[src/hdl/pbsf_pkg.sv]
// ----------------------------------------------------------------------------
// pbsf_pkg
// Shared widths and types for the Pareto bound-set filter.
// ----------------------------------------------------------------------------
package pbsf_pkg;

   localparam int COST_W    = 32;  // one objective cost
   localparam int CSR_W     = 3;   // active objective count register
   localparam int ENTRIES_W = 5;   // entries_held result field

   typedef logic [COST_W-1:0]    cost_type;
   typedef logic [CSR_W-1:0]     csr_type;
   typedef logic [ENTRIES_W-1:0] entries_type;

endpackage

[src/hdl/pbsf_compare.sv]
// ----------------------------------------------------------------------------
// pbsf_compare
// Shared strict-dominance unit: all active objectives compared in parallel.
// ----------------------------------------------------------------------------
module pbsf_compare
   import pbsf_pkg::*;
#(
   parameter int MAX_OBJECTIVES = 4
) (
   input  cost_type [MAX_OBJECTIVES-1:0] stored_row,
   input  cost_type [MAX_OBJECTIVES-1:0] probe_row,
   input  logic     [MAX_OBJECTIVES-1:0] obj_mask,
   input  logic                          probe_beats,  // 1: probe must beat stored
   output logic                          beats
);

   always_comb begin
      beats = 1'b1;
      for (int i = 0; i < MAX_OBJECTIVES; i++) begin
         if (obj_mask[i]) begin
            if (probe_beats) begin
               if (!(probe_row[i] < stored_row[i])) beats = 1'b0;
            end else begin
               if (!(stored_row[i] < probe_row[i])) beats = 1'b0;
            end
         end
      end
   end

endmodule

[src/hdl/pbsf_store.sv]
// ----------------------------------------------------------------------------
// pbsf_store
// Cost vector memory: one row per slot, one write and one registered read.
// ----------------------------------------------------------------------------
module pbsf_store
   import pbsf_pkg::*;
#(
   parameter int SET_CAPACITY   = 16,
   parameter int MAX_OBJECTIVES = 4,
   localparam int SLOT_W = (SET_CAPACITY > 1) ? $clog2(SET_CAPACITY) : 1
) (
   input  logic                          clock,
   input  logic                          wr_en,
   input  logic     [SLOT_W-1:0]         wr_addr,
   input  cost_type [MAX_OBJECTIVES-1:0] wr_data,
   input  logic     [SLOT_W-1:0]         rd_addr,
   output cost_type [MAX_OBJECTIVES-1:0] rd_data
);

   cost_type [MAX_OBJECTIVES-1:0] mem [SET_CAPACITY];
   cost_type [MAX_OBJECTIVES-1:0] rd_data_ff;

   always_ff @(posedge clock) begin
      if (wr_en) begin
         mem[wr_addr] <= wr_data;
      end
      rd_data_ff <= mem[rd_addr];
   end

   assign rd_data = rd_data_ff;

endmodule

[src/hdl/pareto_bound_set_filter.sv]
// ----------------------------------------------------------------------------
// pareto_bound_set_filter
// Bounded set of cost vectors with strict-dominance check and insert.
// ----------------------------------------------------------------------------
// One request at a time. After a request is taken the block walks every slot
// of the set, one slot per cycle through a single shared compare unit fed by
// the memory's registered read port, then steps through the drain, write and
// done states; req_stall is high from accept until done hands the result to
// the output register. A finished result sits in an output register, so
// the next request is taken while the previous result still waits on
// rsp_stall. Check mode (mode 0) reports whether some valid stored vector is
// strictly below the input in every active objective. Insert mode (mode 1)
// drops every stored vector the input strictly beats, then writes the input
// into the lowest free slot or raises overflow when none is left. Ties in any
// active objective never count as dominance. csr_write_data sets the active
// objective count; zero acts as one, values above MAX_OBJECTIVES saturate.
// Write it only while idle. No clearing pass: slots carry valid bits.
// ----------------------------------------------------------------------------
module pareto_bound_set_filter
   import pbsf_pkg::*;
#(
   parameter int SET_CAPACITY   = 16,
   parameter int MAX_OBJECTIVES = 4
) (
   input  logic        clock,
   input  logic        reset,
   // request channel
   input  logic        req_valid,
   output logic        req_stall,
   input  logic        req_mode,
   input  cost_type    req_cost_0,
   input  cost_type    req_cost_1,
   input  cost_type    req_cost_2,
   input  cost_type    req_cost_3,
   // result channel
   output logic        rsp_valid,
   input  logic        rsp_stall,
   output logic        rsp_dominated,
   output logic        rsp_overflow,
   output entries_type rsp_entries_held,
   // configuration
   input  logic        csr_write_en,
   input  csr_type     csr_write_data
);

   localparam int SLOT_W  = (SET_CAPACITY > 1) ? $clog2(SET_CAPACITY) : 1;
   localparam int COUNT_W = $clog2(SET_CAPACITY + 1);
   localparam logic [SLOT_W-1:0] LAST_SLOT = SLOT_W'(SET_CAPACITY - 1);

   // sequencer states
   localparam logic [2:0] ST_IDLE  = 3'd0;
   localparam logic [2:0] ST_SCAN  = 3'd1;  // issue one slot read per cycle
   localparam logic [2:0] ST_DRAIN = 3'd2;  // last compare in flight
   localparam logic [2:0] ST_WRITE = 3'd3;  // store vector or flag overflow
   localparam logic [2:0] ST_DONE  = 3'd4;  // hand result to output register

   logic [2:0] state_ff, state_in;

   // request context
   logic                          mode_ff;
   cost_type [MAX_OBJECTIVES-1:0] vec_ff;
   logic     [MAX_OBJECTIVES-1:0] obj_mask_ff, obj_mask_in;
   csr_type                       objectives_ff;
   csr_type                       used_obj;
   cost_type [3:0]                req_costs;

   // scan and compare pipeline
   logic [SLOT_W-1:0] scan_ff;
   logic              cmp_valid_ff;
   logic [SLOT_W-1:0] cmp_slot_ff;
   logic              dom_ff;
   logic              found_ff;
   logic [SLOT_W-1:0] free_ff;
   logic              overflow_ff;

   // set state
   logic [SET_CAPACITY-1:0] entry_valid_ff, entry_valid_in;
   logic [COUNT_W-1:0]      entry_count_ff, entry_count_in;

   // result register
   logic        rsp_valid_ff;
   logic        rsp_dominated_ff;
   logic        rsp_overflow_ff;
   entries_type rsp_entries_ff;

   cost_type [MAX_OBJECTIVES-1:0] rd_data;
   logic beats;
   logic hit;
   logic kill;
   logic store_wr;
   logic req_accept;
   logic rsp_free;

   assign req_stall  = (state_ff != ST_IDLE);
   assign req_accept = req_valid && !req_stall;
   assign rsp_free   = !rsp_valid_ff || !rsp_stall;

   assign req_costs = {req_cost_3, req_cost_2, req_cost_1, req_cost_0};

   // clamp the objective count to 1..MAX_OBJECTIVES, then build the mask
   always_comb begin
      used_obj = objectives_ff;
      if (objectives_ff == '0) begin
         used_obj = CSR_W'(1);
      end else if (objectives_ff > CSR_W'(MAX_OBJECTIVES)) begin
         used_obj = CSR_W'(MAX_OBJECTIVES);
      end
      for (int i = 0; i < MAX_OBJECTIVES; i++) begin
         obj_mask_in[i] = (CSR_W'(i) < used_obj);
      end
   end

   pbsf_store #(
      .SET_CAPACITY   (SET_CAPACITY),
      .MAX_OBJECTIVES (MAX_OBJECTIVES)
   ) u_store (
      .clock   (clock),
      .wr_en   (store_wr),
      .wr_addr (free_ff),
      .wr_data (vec_ff),
      .rd_addr (scan_ff),
      .rd_data (rd_data)
   );

   // check: stored vs probe; insert: probe vs stored
   pbsf_compare #(
      .MAX_OBJECTIVES (MAX_OBJECTIVES)
   ) u_compare (
      .stored_row  (rd_data),
      .probe_row   (vec_ff),
      .obj_mask    (obj_mask_ff),
      .probe_beats (mode_ff),
      .beats       (beats)
   );

   // only valid slots count; stale memory contents are masked here
   assign hit      = cmp_valid_ff && entry_valid_ff[cmp_slot_ff] && beats;
   assign kill     = hit && mode_ff;
   assign store_wr = (state_ff == ST_WRITE) && mode_ff && found_ff;

   always_comb begin
      entry_valid_in = entry_valid_ff;
      entry_count_in = entry_count_ff;
      if (kill) begin
         entry_valid_in[cmp_slot_ff] = 1'b0;
         entry_count_in = entry_count_ff - COUNT_W'(1);
      end
      if (store_wr) begin
         entry_valid_in[free_ff] = 1'b1;
         entry_count_in = entry_count_ff + COUNT_W'(1);
      end
   end

   always_comb begin
      state_in = state_ff;
      unique case (state_ff)
         ST_IDLE:  if (req_accept) state_in = ST_SCAN;
         ST_SCAN:  if (scan_ff == LAST_SLOT) state_in = ST_DRAIN;
         ST_DRAIN: state_in = ST_WRITE;
         ST_WRITE: state_in = ST_DONE;
         ST_DONE:  if (rsp_free) state_in = ST_IDLE;
         default:  state_in = ST_IDLE;
      endcase
   end

   always_ff @(posedge clock) begin
      if (reset) begin
         state_ff       <= ST_IDLE;
         objectives_ff  <= CSR_W'(4);
         entry_valid_ff <= '0;
         entry_count_ff <= '0;
         cmp_valid_ff   <= 1'b0;
         rsp_valid_ff   <= 1'b0;
      end else begin
         state_ff       <= state_in;
         entry_valid_ff <= entry_valid_in;
         entry_count_ff <= entry_count_in;
         cmp_valid_ff   <= (state_ff == ST_SCAN);
         if (csr_write_en) begin
            objectives_ff <= csr_write_data;
         end
         if (rsp_valid_ff && !rsp_stall) begin
            rsp_valid_ff <= 1'b0;
         end
         if (state_ff == ST_DONE && rsp_free) begin
            rsp_valid_ff <= 1'b1;
         end
      end
   end

   // datapath, no reset needed
   always_ff @(posedge clock) begin
      cmp_slot_ff <= scan_ff;
      if (req_accept) begin
         mode_ff     <= req_mode;
         obj_mask_ff <= obj_mask_in;
         for (int i = 0; i < MAX_OBJECTIVES; i++) begin
            vec_ff[i] <= req_costs[i];
         end
         scan_ff  <= '0;
         dom_ff   <= 1'b0;
         found_ff <= 1'b0;
      end else begin
         if (state_ff == ST_SCAN && scan_ff != LAST_SLOT) begin
            scan_ff <= scan_ff + SLOT_W'(1);
         end
         if (hit && !mode_ff) begin
            dom_ff <= 1'b1;
         end
         // slots retire in order, so the first one left empty is the lowest
         if (cmp_valid_ff && !found_ff && !(entry_valid_ff[cmp_slot_ff] && !kill)) begin
            found_ff <= 1'b1;
            free_ff  <= cmp_slot_ff;
         end
      end
      if (state_ff == ST_WRITE) begin
         overflow_ff <= mode_ff && !found_ff;
      end
      if (state_ff == ST_DONE && rsp_free) begin
         rsp_dominated_ff <= dom_ff;
         rsp_overflow_ff  <= overflow_ff;
         rsp_entries_ff   <= ENTRIES_W'(entry_count_ff);
      end
   end

   assign rsp_valid        = rsp_valid_ff;
   assign rsp_dominated    = rsp_dominated_ff;
   assign rsp_overflow     = rsp_overflow_ff;
   assign rsp_entries_held = rsp_entries_ff;

   // fill count tracks the valid bits whenever the sequencer is at rest
   a_count_matches: assert property (@(posedge clock) disable iff (reset)
      state_ff == ST_IDLE |-> entry_count_ff == COUNT_W'($countones(entry_valid_ff)))
      else $error("entry count out of step with valid bits");

   // an accepted request always starts a scan
   a_accept_scans: assert property (@(posedge clock) disable iff (reset)
      req_accept |=> state_ff == ST_SCAN)
      else $error("accepted request did not start a scan");

   // overflow only when every slot is still occupied after pruning
   a_overflow_full: assert property (@(posedge clock) disable iff (reset)
      (state_ff == ST_WRITE && mode_ff && !found_ff) |-> &entry_valid_ff)
      else $error("overflow with a free slot");

endmodule
[config.mk]
export PLATFORM = sky130hd
export DESIGN_NAME = pareto_bound_set_filter
export DESIGN_NICKNAME = d
export VERILOG_FILES = /design/src/hdl/pbsf_pkg.sv /design/src/hdl/pbsf_compare.sv /design/src/hdl/pbsf_store.sv /design/src/hdl/pareto_bound_set_filter.sv
export SDC_FILE = /design/constraint.sdc
export NUM_CORES = 2
export LEC_CHECK = 0
export BUFFER_PORTS_ARGS = -buffer_cell sky130_fd_sc_hd__buf_2
export CORE_UTILIZATION = 60
export CTS_CLUSTER_DIAMETER = 40
export DETAILED_ROUTE_END_ITERATION = 6
export GPL_TIMING_DRIVEN = 1
export PLACE_DENSITY = 0.77
export SYNTH_ARGS = -nofsm -noshare
export SYNTH_HDL_FRONTEND = slang
export SYNTH_SLANG_ARGS = --single-unit
[constraint.sdc]
create_clock -name clock -period 13.9 [get_ports clock]
set_clock_uncertainty 0.15 [all_clocks]
set_input_delay 2.085 -clock clock [delete_from_list [all_inputs] [get_ports clock]]
set_output_delay 2.085 -clock clock [all_outputs]
set_load 0.01 [all_outputs]
# Yosys cells after proc, flatten, opt, wreduce, memory -nomap -nowiden
# Memories as Yosys holds them, arrays and structs flattened. A register that Yosys moved wholly into a read port is not among the register bits.
# Index checks and enable logic that the tools add are counted.
[totals]
reg_bits = 184
latchBits = 0
ram_bits = 2048
romBits = 0
output_inout_bits = 9
n_memories = 1
[memory_table]
columns = ["name", "words", "width", "rd", "rd_clocked_by_memory_dff", "wr", "line", "rtl"]
rows = [
  ["u_store.mem", 16, 128, 1, 1, 1, "pbsf_store.sv:20", "cost_type [MAX_OBJECTIVES-1:0] mem [SET_CAPACITY];"],
]
[classes]
add_sub_neg = 3
n_mul = 0
div = 0
magnitude_cmp = 17
eq_ne = 9
shift = 0
muxes = 36
bitwise = 4
n_reduce_logical = 31
[op_table]
columns = ["cell", "n"]
rows = [
  ["less-than comparator 32 bit", 8],
  ["2-to-1 mux 16 bit", 2],
  ["2-to-1 mux 1 bit", 23],
  ["AND 16 bit", 1],
  ["logical AND 1 bit", 16],
  ["inverter 16 bit", 1],
  ["OR 16 bit", 1],
  ["2-to-1 mux 3 bit", 5],
  ["one-hot mux 3 bit (5 select lines)", 1],
  ["less-than comparator 4 x 5 -> 1 bit, second input constant", 2],
  ["2-to-1 mux 5 bit", 2],
  ["demux 1 bit (select 4 bit)", 2],
  ["greater-or-equal comparator 4 x 1 -> 1 bit, second input constant", 2],
  ["logical NOT 1 bit", 7],
  ["== test 3 x 2 -> 1 bit, second input constant", 2],
  ["logical NOT 3 bit", 2],
  ["less-than comparator 1 x 3 -> 1 bit, first input constant", 2],
  ["less-than comparator 2 x 3 -> 1 bit, first input constant", 2],
  ["!= test 2 bit, second input constant", 3],
  ["adder 5 x 1 -> 5 bit, second input constant", 1],
  ["subtractor 5 x 1 -> 5 bit, second input constant", 1],
  ["adder 4 x 1 -> 4 bit, second input constant", 1],
  ["binary-select mux 1 bit (select 4 bit)", 1],
  ["== test 4 bit, second input constant", 1],
  ["10 further kinds", 11],
]

# Longest topological paths before layout
[logic_depth]
ltp_word = 20
depth_mapped = 12
ltp_nobuf = 11

# Cells and area by module
# A second synthesis with hierarchy kept.
[hier_totals]
hier_cells = 4178
area_unflattened_um2 = 89066.7
[by_module_without_submodules]
columns = ["module", "n_inst", "cells_per_inst", "area_per_inst_um2"]
rows = [
  ["pbsf_store", 1, 3354, 79466.2],
  ["pareto_bound_set_filter", 1, 356, 6323.6],
  ["pbsf_compare", 1, 468, 3276.9],
]

# Worst setup path before layout
# OpenSTA, ideal clock, no wires.
[synth_path]
kind = "register to register"
startpoint = "reg mode_ff"
endpoint = "mem u_store.mem[0][0] (netlist name), enable pin"
setup_time_ps = 776
t_arrival_ps = 10405
t_required_ps = 12974
path_slack_ps = 2569
stages_incl_launch_ff = 7
n_path_buf = 1
period_less_slack_ps = 11331
cell_sequence = "edfxtp_1 -> buf_2 -> clkinv_1 -> nor2_1 -> inv_1 -> or3_1 -> nor3_1"
[synth_via]
elab_chain_len = 4
[synth_lines]
columns = ["item", "line", "rtl"]
rows = [
  ["from (decl)", "pareto_bound_set_filter.sv:60", "logic mode_ff;"],
  ["from (signal assigned)", "pareto_bound_set_filter.sv:195", "mode_ff <= req_mode;"],
  ["logical AND 1 bit (2 in a row)", "pareto_bound_set_filter.sv:139", "assign store_wr = (state_ff == ST_WRITE) && mode_ff && found_ff;"],
  ["2-to-1 mux 1 bit", "pbsf_store.sv:24", "if (wr_en) begin"],
  ["2-to-1 mux 1 bit (implied by the code)", "pbsf_store.sv:25", "mem[wr_addr] <= wr_data;"],
  ["to (decl)", "pbsf_store.sv:20", ""],
]
# Every way passes these cells.

# Final worst setup path
[layout_path]
startpoint = "reg vec_ff[62] (netlist name)"
endpoint = "reg free_ff[2], enable pin"
[layout_via]
elab_chain_len = 17
[layout_lines]
columns = ["item", "line", "rtl"]
rows = [
  ["from (decl)", "pareto_bound_set_filter.sv:61", "cost_type [MAX_OBJECTIVES-1:0] vec_ff;"],
  ["from (signal, indexed assignment)", "pareto_bound_set_filter.sv:198", "vec_ff[i] <= req_costs[i];"],
  ["less-than comparator 32 bit (on tied branches)", "pbsf_compare.sv:24, pbsf_compare.sv:22", ""],
  ["2-to-1 mux 1 bit (on tied branches)", "pbsf_compare.sv:24, pbsf_compare.sv:22", ""],
  ["2-to-1 mux 1 bit (*)", "pbsf_compare.sv:21", "if (probe_beats) begin"],
  ["2-to-1 mux 1 bit (*)", "pbsf_compare.sv:20", "if (obj_mask[i]) begin"],
  ["2-to-1 mux 1 bit (on tied branches)", "pbsf_compare.sv:24, pbsf_compare.sv:22", ""],
  ["2-to-1 mux 1 bit", "pbsf_compare.sv:21", ""],
  ["2-to-1 mux 1 bit (*)", "pbsf_compare.sv:20", ""],
  ["2-to-1 mux 1 bit (on tied branches)", "pbsf_compare.sv:24, pbsf_compare.sv:22", ""],
  ["2-to-1 mux 1 bit", "pbsf_compare.sv:21", ""],
  ["2-to-1 mux 1 bit (*)", "pbsf_compare.sv:20", ""],
  ["logical AND 1 bit (*)", "pareto_bound_set_filter.sv:137", "assign hit = cmp_valid_ff && entry_valid_ff[cmp_slot_ff] && beats;"],
  ["logical AND 1 bit (*)", "pareto_bound_set_filter.sv:138", "assign kill = hit && mode_ff;"],
  ["logical NOT 1 bit (*)", "pareto_bound_set_filter.sv:211", "if (cmp_valid_ff && !found_ff && !(entry_valid_ff[cmp_slot_ff] && !kill)) begin"],
  ["logical AND 1 bit (*)", "pareto_bound_set_filter.sv:211", ""],
  ["logical NOT 1 bit (*)", "pareto_bound_set_filter.sv:211", ""],
  ["logical AND 1 bit (*)", "pareto_bound_set_filter.sv:211", ""],
  ["AND reduction 2 bit (no line) (*)", "-", ""],
  ["to (signal assigned)", "pareto_bound_set_filter.sv:213", "free_ff <= cmp_slot_ff;"],
  ["to (decl)", "pareto_bound_set_filter.sv:73", "logic [SLOT_W-1:0] free_ff;"],
]
# Mark *: on every way between the ends. The rest lies on a longest branch, timed or not.
# A chain may end at the register's enable or synchronous reset.

==> results.ini <==
[finish]
final_common_cell = edfxtp_1
multi_input_area_sq_mm = 0.0185
utilization_pct = 69.0
nFillCells = 8221
regArea_sq_mm = 0.0692
final_cells = 6267
final_cell_mix = 2193 x edfxtp_1, 644 x mux4_2, 282 x clkbuf_16, 163 x dfxtp_1, 145 x buf_2
layout.nets = 4420
drive_gt1_share_pct = 30.1
area_growth_pct = 13.7

[yosys]
syn_area_sq_mm = 0.0887
synthDistinctLibCells = 70
ys_warn_count = 0
syn-instance-count = 3804
synth_edf_count = 2193
synthTopCellsByArea = edfxtp_1 74%, mux4_2 16%, dfxtp_1 3.8%
syn-num-nets = 4074
synth.largest_area_cell = edfxtp_1
avgSynthCellArea_sq_um = 23.3
yosysSeqAreaShare_pct = 78.0
ys_seq_elements = 2360
async_flop_share_pct = 0
synth_top_area_share_pct = 74.2
synth_top_flop_cell = edfxtp_1

[drt]
drtIter0Drc = 4824
via_count = 42000
via_per_inst = 6.69
drc = 1
wirelength_microns = 203000
detail-route-antenna-nets = 0
first_pass_iters = 7
routedWlPerCell_microns = 32.4

[placement]
place_congestion = 0.784
dp.cells = 5787
port-buffer-count = 145
dpl.hpwl_microns = 95200

[setup_path]
cp.arrival_ps = 5670
startpoint = vec_ff[62]$_DFFE_PP_
timing.rr.end = free_ff[2]$_DFFE_PP_
timing.rr.start = vec_ff[62]$_DFFE_PP_
r2r_slack_ps = 8600
r2r_cells = 9
worst-path-max-fanout = 18
critical_path.max_stage_delay_ps = 1000
cp_slowest_cell = nor4_1
cp-start-kind = flop
worstSetupEndpointType = flop
cp.required_ps = 14270
crit_path_end = free_ff[2]$_DFFE_PP_
path_class = reg -> reg
cp_cell_sequence = ha_1 -> nand4_1 -> nor4_1 -> o31ai_1 -> o21ai_0 -> mux2_2 -> nor4_4 -> o21ai_1 -> nor3_1

[job]
cap_violations = 0

[sta]
finalSetupViolCount = 0
fin_setup_tns_ps = 0
slew_violations = 0
timing.final.crit_share_pct = 38.1
relSlewSlack_pct = 6.56
hold_viol = 0
rsz0062_at_grt = no
period_needed_ps = 5300
worst-slew-pin-transition_ps = 1390
max_freq_mhz = 189

[pwr]
p_leak_uw = 0.0323
ir_drop_mv = 0.191
total_power_uw = 18400
pwr_density_cell_mw_per_mm2 = 183

[floorplanning]
die-area_sq_mm = 0.149
die_w_microns = 387
top_level_ports = 146
start_util_pct = 60.7
num_rows = 140
coreArea_sq_mm = 0.146
fp.dieH_microns = 387

[global_routing]
grtUsageTotal_pct = 27.5
grt_pass1_wl_microns = 295000
grt_pass1_vias = 43900
antenna_found_initial = 10
grt_start_max_net_pins = 152
grt_overflow_total = 0

[clocking]
numCtsBuffers = 278
post_cts_resized = 0
clk-insertion-delay-late_ps = 900
clock-sinks = 2360
path_clk_slew_ps = 60
cts_max_level = 5
clockRootBuffer = clkbuf_16
ctsHoldBuffers = 0
postCtsSetupBuffers = 0
cts_buffer_depth = 4
tritoncts = built

[outcome]
outcome = finished with violations
violations = design-rule violations

[min_path]
hp-class = reg -> reg
hp-start = found_ff$_SDFFE_PP0P_

[synth_stat cells, types with 19 or more instances]
library cell,number
a21oi_1,60
buf_1,43
clkbuf_1,106
dfxtp_1,167
edfxtp_1,2193
ha_1,132
inv_1,135
mux4_2,644
nand2_1,38
nand3_1,19
nand4_1,33
nor2_1,74
[cell type report]
class	instances	area share, %
diodes	1	0.00248
clock buffers	350	7.38
clock inverters	129	1.40
inverters	136	0.506
multi-input cells	1156	18.4
flip-flops and latches	2360	68.6
well taps	1917	2.38
repair buffers	218	1.32
[where the power goes]
part	total [uW]	switching, uW	internal (uW)	leakage (uW)
Combinational	2940	1400	1540	0.00686
Sequential	8480	348	8130	0.0212
Clock	7020	2800	4230	0.00430
Total	18400	4540	13900	0.0323
[sequential cells by signal (all words and copies together) (netlist names), 5 cells and up]
name and count:
rsp_entries_held 5, vec_ff 128, entry_valid_ff 16, u_store.rd_data 128
entry_count_ff 5, u_store.mem 2048
[worst min path at each step]
| stage | slack, ps | cells past startpoint | to |
|---|---|---|---|
| floorplan | 180 | 0 | cmp_slot_ff[2]$_DFF_P_ |
| detailed placement | 330 | 0 | rsp_entries_held[3]$_DFFE_PP_ |
| finish | 340 | 2 | found_ff$_SDFFE_PP0P_ |
| global route | 350 | 0 | rsp_entries_held[2]$_DFFE_PP_ |
| CTS | 330 | 0 | rsp_entries_held[2]$_DFFE_PP_ |
| global placement | 310 | 0 | rsp_entries_held[3]$_DFFE_PP_ |
[critical path, delay by kind of cell, from the launching register on]
family / cells / cell delay (ps)
DFF: 1 / 610
and+or+nand+nor: 4 / 2620
AOI/OAI and AO/OA: 3 / 680
muxes: 1 / 430
adders and majority gates: 1 / 440
[through the flow]
step	setup slack, ps	hold WS, ps	cell area (sq um)
after floorplan	2570	179	88700
after global placement	8830	310	92000
after detailed placement	8720	328	92000
after CTS	8710	333	101000
after global routing	8440	346	101000
final	8600	339	101000
[cells by family (layout without fill, tap and decap cells)]
family	count (synthesis)	after routing	share of synthesized area, %
mux	649	649	16.4
simple gates	227	227	1.34
xor+xnor	6	6	0.0592
buf+inv	288	833	1.23
flops	2360	2360	78.0
fa+ha+maj	133	133	1.88
other cells	1	2	0.00423
compound gates	140	140	1.07
[per-layer routing]
metal | up-vias | GRT usage, % | share of wire, %
li1 | 16800 | - | -
met1 | 22200 | 37.2 | 38
met2 | 2550 | 45.3 | 50
met3 | 474 | 5.33 | 8.8
met4 | 8 | 9.91 | 3.3
met5 | - | 0 | 0.029
No activity file was read; power rests on OpenSTA's default activity.
